[src/rtl/lpcc_pkg.sv]
package lpcc_pkg;

    localparam int COL_W      = 10;
    localparam int CHAR_W     = 8;
    localparam int NUM_SLOTS  = 6;
    localparam int SLOT_IDX_W = $clog2(NUM_SLOTS);
    localparam int PLACE_SLOTS = 3;
    localparam int CFG_ADDR_W = 1;

    localparam logic [COL_W-1:0] COL_LIMIT           = 10'd1000;
    localparam logic [COL_W-1:0] DEFAULT_MAX_COLUMNS = 10'd132;
    localparam logic [COL_W-1:0] TAB_STEP            = 10'd8;
    localparam logic [COL_W-1:0] TAB_MASK            = ~10'd7;

    // Register indexes on the configuration port
    localparam logic [CFG_ADDR_W-1:0] CFG_MAX_COLUMNS = 1'd0;
    localparam logic [CFG_ADDR_W-1:0] CFG_UPPERCASE   = 1'd1;

    localparam logic [CHAR_W-1:0] CH_BS         = 8'h08;
    localparam logic [CHAR_W-1:0] CH_TAB        = 8'h09;
    localparam logic [CHAR_W-1:0] CH_LF         = 8'h0A;
    localparam logic [CHAR_W-1:0] CH_FF         = 8'h0C;
    localparam logic [CHAR_W-1:0] CH_CR         = 8'h0D;
    localparam logic [CHAR_W-1:0] CH_SPACE      = 8'h20;
    localparam logic [CHAR_W-1:0] CH_BANG       = 8'h21;
    localparam logic [CHAR_W-1:0] CH_QUOTE      = 8'h27;
    localparam logic [CHAR_W-1:0] CH_LPAREN     = 8'h28;
    localparam logic [CHAR_W-1:0] CH_RPAREN     = 8'h29;
    localparam logic [CHAR_W-1:0] CH_DASH       = 8'h2D;
    localparam logic [CHAR_W-1:0] CH_CARET      = 8'h5E;
    localparam logic [CHAR_W-1:0] CH_BACKQUOTE  = 8'h60;
    localparam logic [CHAR_W-1:0] CH_LOWER_A    = 8'h61;
    localparam logic [CHAR_W-1:0] CH_LOWER_Z    = 8'h7A;
    localparam logic [CHAR_W-1:0] CH_LBRACE     = 8'h7B;
    localparam logic [CHAR_W-1:0] CH_VBAR       = 8'h7C;
    localparam logic [CHAR_W-1:0] CH_RBRACE     = 8'h7D;
    localparam logic [CHAR_W-1:0] CH_TILDE      = 8'h7E;
    localparam logic [CHAR_W-1:0] CASE_OFFSET   = 8'h20;

    typedef struct packed {
        logic [COL_W-1:0] lc;
        logic [COL_W-1:0] pc;
        logic             page_empty;
    } t_col_state;

    typedef struct packed {
        logic              vld;
        logic [CHAR_W-1:0] ch;
        logic [COL_W-1:0]  rep;
    } t_slot;

endpackage

[src/rtl/lpcc_place.sv]
module lpcc_place
    import lpcc_pkg::*;
(
    input  logic [CHAR_W-1:0]        i_char,
    input  logic [COL_W-1:0]         i_max_columns,
    input  t_col_state               i_state,
    output t_col_state               o_state,
    output t_slot [PLACE_SLOTS-1:0]  o_slots
);

    logic [COL_W-1:0] lc;
    logic [COL_W-1:0] pc;
    logic             pe;

    // slot 0: carriage return, slot 1: space run, slot 2: the byte itself
    always_comb begin
        lc      = i_state.lc;
        pc      = i_state.pc;
        pe      = i_state.page_empty;
        o_slots = '0;
        case (i_char) inside
            CH_SPACE: begin
                lc = lc + 10'd1;
            end
            CH_TAB: begin
                lc = (lc + TAB_STEP) & TAB_MASK;
            end
            CH_LF, CH_FF: begin
                if (!(i_char == CH_FF && pe && pc == '0)) begin
                    o_slots[2] = '{vld: 1'b1, ch: i_char, rep: 10'd1};
                    pe = (i_char == CH_FF);
                    pc = '0;
                    lc = '0;
                end
            end
            CH_CR: begin
                lc = '0;
            end
            CH_BS: begin
                if (lc != '0) begin
                    lc = lc - 10'd1;
                end
            end
            default: begin
                // head is past the target: return to column zero first
                if (lc < pc) begin
                    o_slots[0] = '{vld: 1'b1, ch: CH_CR, rep: 10'd1};
                    pc = '0;
                end
                if (lc < i_max_columns) begin
                    if (lc > pc) begin
                        o_slots[1] = '{vld: 1'b1, ch: CH_SPACE, rep: lc - pc};
                    end
                    o_slots[2] = '{vld: 1'b1, ch: i_char, rep: 10'd1};
                    pc = lc + 10'd1;
                end
                lc = lc + 10'd1;
            end
        endcase
        if (lc > COL_LIMIT) begin
            lc = COL_LIMIT;
        end
        o_state = '{lc: lc, pc: pc, page_empty: pe};
    end

endmodule

[src/rtl/line_printer_column_canonicalizer.sv]
// An accepted item is first registered, then its results are loaded into the result buffer once that is free.
// An item holds the result buffer until all of its results (0 to 6) are taken;
// the next item enters the result buffer as the last result is taken.
// Both column trackers and the overstrike path are combinational; the column state is registered as an item moves.
// Reset (synchronous, active low): columns 0, page empty, max columns 132,
// uppercase mode off, no item pending.
module line_printer_column_canonicalizer
    import lpcc_pkg::*;
(
    input  logic                  i_clk,
    input  logic                  i_rst_n,
    input  logic                  i_in_valid,
    output logic                  o_stall,
    input  logic [CHAR_W-1:0]     i_char_in,
    output logic                  o_valid,
    input  logic                  i_stall,
    output logic [CHAR_W-1:0]     o_out_char,
    output logic [COL_W-1:0]      o_repeat_res,
    output logic                  o_last,
    input  logic                  i_cfg_we,
    input  logic [CFG_ADDR_W-1:0] i_cfg_addr,
    input  logic [COL_W-1:0]      i_cfg_data
);

    logic [COL_W-1:0]     r_max_columns;
    logic                 r_uppercase;
    t_col_state           r_state;
    logic                 r_in_valid;
    logic [CHAR_W-1:0]    r_char;
    logic [NUM_SLOTS-1:0] r_mask;
    logic [CHAR_W-1:0]    r_ch  [NUM_SLOTS];
    logic [COL_W-1:0]     r_rep [NUM_SLOTS];

    logic [NUM_SLOTS-1:0]    n_mask;
    logic [SLOT_IDX_W-1:0]   sel;
    logic                    take;
    logic                    move;
    logic                    has_sub;
    logic [CHAR_W-1:0]       sub_char;
    logic [CHAR_W-1:0]       main_char;
    t_col_state              sub_state;
    t_col_state              mid_state;
    t_col_state              next_state;
    t_slot [PLACE_SLOTS-1:0] sub_slots;
    t_slot [PLACE_SLOTS-1:0] main_slots;
    t_slot [NUM_SLOTS-1:0]   all_slots;

    // uppercase mapping and overstrike substitutes
    always_comb begin
        has_sub   = 1'b0;
        sub_char  = r_char;
        main_char = r_char;
        if (r_uppercase) begin
            has_sub = 1'b1;
            case (r_char) inside
                CH_LBRACE:    sub_char = CH_LPAREN;
                CH_RBRACE:    sub_char = CH_RPAREN;
                CH_BACKQUOTE: sub_char = CH_QUOTE;
                CH_VBAR:      sub_char = CH_BANG;
                CH_TILDE:     sub_char = CH_CARET;
                default:      has_sub = 1'b0;
            endcase
            if (has_sub) begin
                main_char = CH_DASH;
            end else if (r_char >= CH_LOWER_A && r_char <= CH_LOWER_Z) begin
                main_char = r_char - CASE_OFFSET;
            end
        end
    end

    lpcc_place u_place_sub (
        .i_char        (sub_char),
        .i_max_columns (r_max_columns),
        .i_state       (r_state),
        .o_state       (sub_state),
        .o_slots       (sub_slots)
    );

    // step back one column so the dash lands on the substitute
    always_comb begin
        mid_state = r_state;
        if (has_sub) begin
            mid_state = sub_state;
            if (sub_state.lc != '0) begin
                mid_state.lc = sub_state.lc - 10'd1;
            end
        end
    end

    lpcc_place u_place_main (
        .i_char        (main_char),
        .i_max_columns (r_max_columns),
        .i_state       (mid_state),
        .o_state       (next_state),
        .o_slots       (main_slots)
    );

    always_comb begin
        all_slots = {main_slots, sub_slots};
        if (!has_sub) begin
            for (int k = 0; k < PLACE_SLOTS; k++) begin
                all_slots[k].vld = 1'b0;
            end
        end
    end

    // lowest pending slot goes out first
    always_comb begin
        sel = '0;
        for (int k = NUM_SLOTS - 1; k >= 0; k--) begin
            if (r_mask[k]) begin
                sel = SLOT_IDX_W'(k);
            end
        end
    end

    assign o_valid      = |r_mask;
    assign o_last       = ((r_mask & (r_mask - NUM_SLOTS'(1))) == '0);
    assign o_out_char   = r_ch[sel];
    assign o_repeat_res = r_rep[sel];

    assign take    = o_valid && !i_stall;
    assign move    = r_in_valid && (!o_valid || (take && o_last));
    assign o_stall = r_in_valid && !move;

    always_comb begin
        n_mask = r_mask;
        if (move) begin
            for (int k = 0; k < NUM_SLOTS; k++) begin
                n_mask[k] = all_slots[k].vld;
            end
        end else if (take) begin
            n_mask[sel] = 1'b0;
        end
    end

    always_ff @(posedge i_clk) begin
        if (!i_rst_n) begin
            r_max_columns <= DEFAULT_MAX_COLUMNS;
            r_uppercase   <= 1'b0;
            r_state       <= '{lc: '0, pc: '0, page_empty: 1'b1};
            r_in_valid    <= 1'b0;
            r_mask        <= '0;
        end else begin
            if (i_cfg_we) begin
                unique case (i_cfg_addr)
                    CFG_MAX_COLUMNS: r_max_columns <= i_cfg_data;
                    CFG_UPPERCASE:   r_uppercase   <= i_cfg_data[0];
                    default:         ;
                endcase
            end
            if (i_in_valid && !o_stall) begin
                r_in_valid <= 1'b1;
            end else if (move) begin
                r_in_valid <= 1'b0;
            end
            if (move) begin
                r_state <= next_state;
            end
            r_mask <= n_mask;
        end
    end

    always_ff @(posedge i_clk) begin
        if (i_in_valid && !o_stall) begin
            r_char <= i_char_in;
        end
        if (move) begin
            for (int k = 0; k < NUM_SLOTS; k++) begin
                r_ch[k]  <= all_slots[k].ch;
                r_rep[k] <= all_slots[k].rep;
            end
        end
    end

endmodule

[config.mk]
export PLATFORM = sky130hd
export DESIGN_NAME = line_printer_column_canonicalizer
export DESIGN_NICKNAME = d
export VERILOG_FILES = /design/src/rtl/lpcc_pkg.sv /design/src/rtl/lpcc_place.sv /design/src/rtl/line_printer_column_canonicalizer.sv
export SDC_FILE = /design/constraint.sdc
export NUM_CORES = 1
export LEC_CHECK = 0
export BUFFER_PORTS_ARGS = -buffer_cell sky130_fd_sc_hd__clkbuf_2
export CAP_MARGIN = 20
export CORE_MARGIN = 2
export CORE_UTILIZATION = 55
export CTS_CLUSTER_DIAMETER = 80
export DETAILED_ROUTE_END_ITERATION = 10
export PLACE_DENSITY = 0.72
export SKIP_LAST_GASP = 1
export SLEW_MARGIN = 30
export SYNTH_ARGS = -nofsm -noshare
export SYNTH_HDL_FRONTEND = slang
export SYNTH_HIERARCHICAL = 1
export SYNTH_SLANG_ARGS = --single-unit
[constraint.sdc]
create_clock -name i_clk -period 9.8 [get_ports i_clk]
set_input_delay 0.49 -clock i_clk [delete_from_list [all_inputs] [get_ports i_clk]]
set_output_delay 0.49 -clock i_clk [all_outputs]
set_load 0.005 [all_outputs]
== Word level (Yosys, flattened, before mapping) ==
Memories as Yosys holds them, arrays and structs flattened.
Index checks and enable logic that the tools add are counted.
Widths: inputs -> output; s select.

* Memories: 2
* Word-level logic and storage cells: 196
* Register bits: 47
* RAM bits: 108
* Input port bits: 24
* Output and inout bits: 21

{| class="wikitable"
|+ Memory list
! memory !! words !! width !! rd ports !! clocked after memory_dff !! write ports !! RTL line !! RTL
|-
| r_rep || 6 || 10 || 1 || 0 || 6 || line_printer_column_canonicalizer.sv:32 || <nowiki>logic [COL_W-1:0] r_rep [NUM_SLOTS];</nowiki>
|-
| r_ch || 6 || 8 || 1 || 0 || 6 || line_printer_column_canonicalizer.sv:31 || <nowiki>logic [CHAR_W-1:0] r_ch [NUM_SLOTS];</nowiki>
|}

* Reduce and logical (&&, ||, !) cells: 29
* Bitwise logic cells: 4
* Equality and inequality tests: 17
* Add/sub/neg operators: 11
* Multiplexer cells: 113
* Order comparisons: 12

{| class="wikitable"
|+ Operator list
! cell !! count
|-
| $mux 38 || 12
|-
| $mux 10 || 43
|-
| $mux 19 || 16
|-
| $eq 8x4->1 const B || 10
|-
| $mux 8 || 9
|-
| $eq 8x7->1 const B || 5
|-
| $lt 10x10->1 || 4
|-
| $reduce_bool 10->1 || 3
|-
| $sub 10x1->10 const B || 3
|-
| $mux 1 || 23
|-
| $mux 21 || 1
|-
| $add 10x1->10 const B || 2
|-
| $add 10x4->10 const B || 2
|-
| $gt 10x10->1 || 2
|-
| $gt 10x10->1 const B || 2
|-
| $logic_not 10->1 || 2
|-
| $sub 10x10->10 || 2
|-
| $mux 3 || 6
|-
| $eq 8x6->1 const B || 2
|-
| $and 6x6->6 || 2
|-
| $mux 6 || 2
|-
| $logic_and 1x1->1 || 11
|-
| $ge 8x7->1 const B || 1
|-
| $le 8x7->1 const B || 1
|-
| other kinds (14) || 20
|}

== Longest topological paths before layout ==
* Depth in word-level cells: 36
* Gate-level depth with buffers: 43
* Gate-level depth less buffers: 39

== Hierarchy ==
Netlist, hierarchy kept.

{| class="wikitable"
|+ Modules (own cells, without submodules)
! module !! cells each !! area each (µm²) !! instances !! sequential area each (µm²)
|-
| line_printer_column_canonicalizer || 518 || 6531.3 || 1 || 4264.1
|-
| lpcc_place (u_place_sub) || 389 || 2747.6 || 1 || 0.0
|-
| lpcc_place (u_place_main) || 400 || 2692.6 || 1 || 0.0
|}

== Worst setup path after synthesis ==
OpenSTA, ideal clock, no wires.

* Kind: reg2reg
* Start: register r_char[7]
* End: register r_mask[4]
* Buffers on the path: 4
* Slack: 1.704 ns
* Stages on the path, launching flop included: 39
* Data required time: 9.669 ns
* Arrival: 7.966 ns
* Setup time: 0.131 ns
* Period minus slack after synthesis: 8.096 ns
* Path through: edfxtp_1 nand4b_1 nor2_1 nand2_1 o31a_1 nor4_4 and3_1 and4_1 buf_6 o21ai_2 o311a_4 nor4_2 o21a_2 nor2b_1 inv_1 ha_1 nor4b_1 nand3_1 [... 3 more ...] a21o_1 a211oi_1 o31a_1 o21ai_0 clkbuf_1 nand2_1 fa_1 a21o_1 a21o_1 a21oi_1 o21ai_0 a311o_1 o2111ai_1 clkbuf_1 inv_1 buf_4 nand2_1 o21ai_0

{| class="wikitable"
|+ RTL lines
! what !! RTL line !! RTL
|-
| from (decl) || line_printer_column_canonicalizer.sv:29 || <nowiki>logic [CHAR_W-1:0] r_char;</nowiki>
|-
| from (signal assigned) || line_printer_column_canonicalizer.sv:166 || <nowiki>r_char <= i_char_in;</nowiki>
|-
| to (signal assigned) || line_printer_column_canonicalizer.sv:160 || <nowiki>r_mask <= n_mask;</nowiki>
|-
| to (decl) || line_printer_column_canonicalizer.sv:30 || <nowiki>logic [NUM_SLOTS-1:0] r_mask;</nowiki>
|}

==> reports/qor.yml <==
routing:
  vias_per_cell: 6.20
  ant_nets: 0
  vias: 9926
  drt-wirelength-per-cell_microns: 19.7
  drt_iter0_drc: 1125
  wl_mm: 31.5
  firstDrtPassIters: 6
  route.detailed.drc: 0
timing:
  finalSetupViolCount: 0
  period_minus_slack_ns: 9.05
  worst_pin_slew_ns: 1.00
  rsz0062_at_grt: "false"
  slew_violations: 0
  max_slew_margin: 0.330
  final-hold-violation-count: 0
  fin_tns_setup_ns: 0
  worst_clock_skew_ns: 0.0114
  worst_slack_ns: 0.754
  max_freq_ghz: 0.111
  timing.final.crit_share: 0.923
worst_setup_path:
  cp-start-kind: "flip-flop"
  critical_path_class: "reg2reg"
  cp_max_fo: 13
  worstPathRequired_ns: 10.09
  end_kind: "flip-flop"
  crit_slowest_cell: "nor4_4"
  crit_path_frequent_cell: "o21ai_0"
  crit_arrival_ns: 9.33
  max_stage_delay_ns: 0.55
clocking:
  cts.sinks: 155
  cts_tree: "built"
  htreeDepth: 4
  clkTransAtPathRegs_ns: 0.07
  cts_made_buffers: 17
  root_buffer: "clkbuf_16"
  insertion_delay_ns: 0.43
  cts.path.max_buffers: 2
power_and_ir_drop:
  power_switching_mw: 0.487
  power_frac_clock: 0.397
  netSwitchingFraction: 0.282
  power.internal_mw: 1.24
  combinationalPowerShare: 0.159
  power_density_nw_per_um2: 136
  pwr-share-seq: 0.445
  peakVddDrop_mv: 0.119
  leakage_nw: 5.07
placed_design:
  numPortBuffers: 44
  placed_cell_area_sq_um: 12100
  post-place-ws_ns: 0.409
  gp_congestion: 0.969
  dp_hpwl_mm: 22.6
finish:
  diodes: 0
  postLayoutCellArea_sq_um: 12700
  layout_commonest_cell: "nand2_1"
  nets: 1408
  final_cell_mix: "nand2_1 (139), edfxtp_1 (116), inv_1 (73)"
  syn2layout_area_growth_pct: 6.26
  post-route-util: 0.599
  drive_gt1_frac: 0.132
floorplan:
  dieArea_sq_um: 23000
  rows: 53
  die_width_microns: 152
  initial_core_util: 0.564
  die_h_microns: 152
  io_pins: 45
  coreArea_sq_um: 21200
logic_synthesis:
  ys_seq_elements: 155
  synthFlopType: "edfxtp_1"
  synth-seq-area-share: 0.356
  yosys.cell_types.count: 96
  yosys_warnings: 6
  synth_edf_count: 116
  async_flop_share: 0
  syn-instance-count: 1307
  syn_avg_cell_area_sq_um: 9.16
  syn_area_sq_um: 12000
global_route:
  grt_pass1_vias: 9200
  overflow: 0
  antenna_found_initial: 1
  globalRouteTotalUtil: 0.281
  grt_max_degree: 88
  grt_pass1_wl_mm: 49.6
run_status:
  status: "finished, final reports clean"
run:
  cap_violations: 0
worst_hold_path:
  hold_class: "in2reg"
==> flip-flops by register name, indices dropped and copies added, names as in the netlist <==
name and cells:
r_max_columns 10, r_state 21, r_rep 60, r_ch 48
r_char 8, r_mask 6, r_uppercase 1, r_in_valid 1
==> area by class of cell <==
type / instances / area (sq um)
Clock buffer: 18 / 429
Timing Repair Buffer: 73 / 442
Multi-Input combinational cell: 992 / 6790
Sequential cell: 155 / 4260
Tap cell: 275 / 344
Fill cell: 1822 / 8500
Inverter: 74 / 280
Clock inverter: 14 / 175
==> cells by family (layout without fill, tap and decap cells) <==
logic type | after synthesis | count (layout) | share of synthesized area
and+or+nand+nor | 445 | 445 | 0.200
AOI/OAI and AO/OA | 339 | 339 | 0.205
buffers and inverters | 218 | 179 | 0.101
DFF | 155 | 155 | 0.356
adders and majority gates | 72 | 72 | 0.0763
muxes | 42 | 42 | 0.0365
xor gates and xnor gates | 34 | 34 | 0.0249
other | 2 | 60 | 0.000627
==> per-layer routing <==
| metal | vias to the layer above | part of all wire | global-route usage |
|---|---|---|---|
| met5 | - | 0 | 0 |
| met4 | 0 | 0.032 | 0.0963 |
| met3 | 87 | 0.071 | 0.0428 |
| met2 | 428 | 0.46 | 0.460 |
| met1 | 4686 | 0.44 | 0.383 |
| li1 | 4725 | - | - |
==> worst max-delay path: cells and delay by family (launching register included) <==
kind | cells | cell delay, ns
and+or+nand+nor | 14 | 3.61
muxes | 1 | 0.10
buffers and inverters | 5 | 0.71
xor gates and xnor gates | 1 | 0.15
DFF | 1 | 0.53
adders and majority gates | 4 | 1.09
AOI/OAI and AO/OA | 13 | 2.71
==> timing repair <==
action                                  4_1_cts  5_1_grt
buffers inserted                              0        2
endpoints found under the setup margin        0       12
gates resized for setup                       0        4
hold buffers                                  0        0
==> power by group through the flow <==
stage               registers (mW)  clock network (mW)  logic, mW
floorplan                    0.773                   0      0.226
global placement             0.782                   0      0.264
detailed placement           0.783                   0      0.268
CTS                          0.768               0.697      0.270
global route                 0.771               0.722      0.304
finish                       0.768               0.685      0.274
==> worst paths after layout <==
path	start	endpoint	slack, ns	cells after the start
hold reg to reg	r_max_columns[7]$_SDFFE_PN1P_	r_max_columns[7]$_SDFFE_PN1P_	0.48	2
hold / removal	i_char_in[0]	r_char[0]$_DFFE_PP_	0.23	1
setup reg to reg	r_char[7]$_DFFE_PP_	r_mask[4]$_SDFFE_PN0P_	0.75	38
setup / recovery	r_char[7]$_DFFE_PP_	r_mask[4]$_SDFFE_PN0P_	0.75	38
==> through the flow <==
stage	instances	hold slack (ns)	total power, mW
floorplan	1365	0.457	0.999
global placement	1567	0.473	1.05
detailed placement	1567	0.479	1.05
CTS	1599	0.210	1.73
global route	1601	0.218	1.80
finish	1601	0.230	1.73
==> cells in the mapped netlist (all sizes together), types with 19 or more instances <==
master  count  area, sq um
nand2     141          532
edfxtp    116         3480
buf       110          801
inv        74          278
o21ai      70          365
ha         69          863
nor2       62          245
a21oi      52          260
nand3      50          260
a21o       40          300
dfxtp      39          781
clkbuf     34          128
nor3       34          180
mux2i      29          290
and2       28          175
o211ai     27          203
xnor2      27          236
nor4       20          180
nor2b      19          119
No activity file was read; power rests on OpenSTA's default activity.
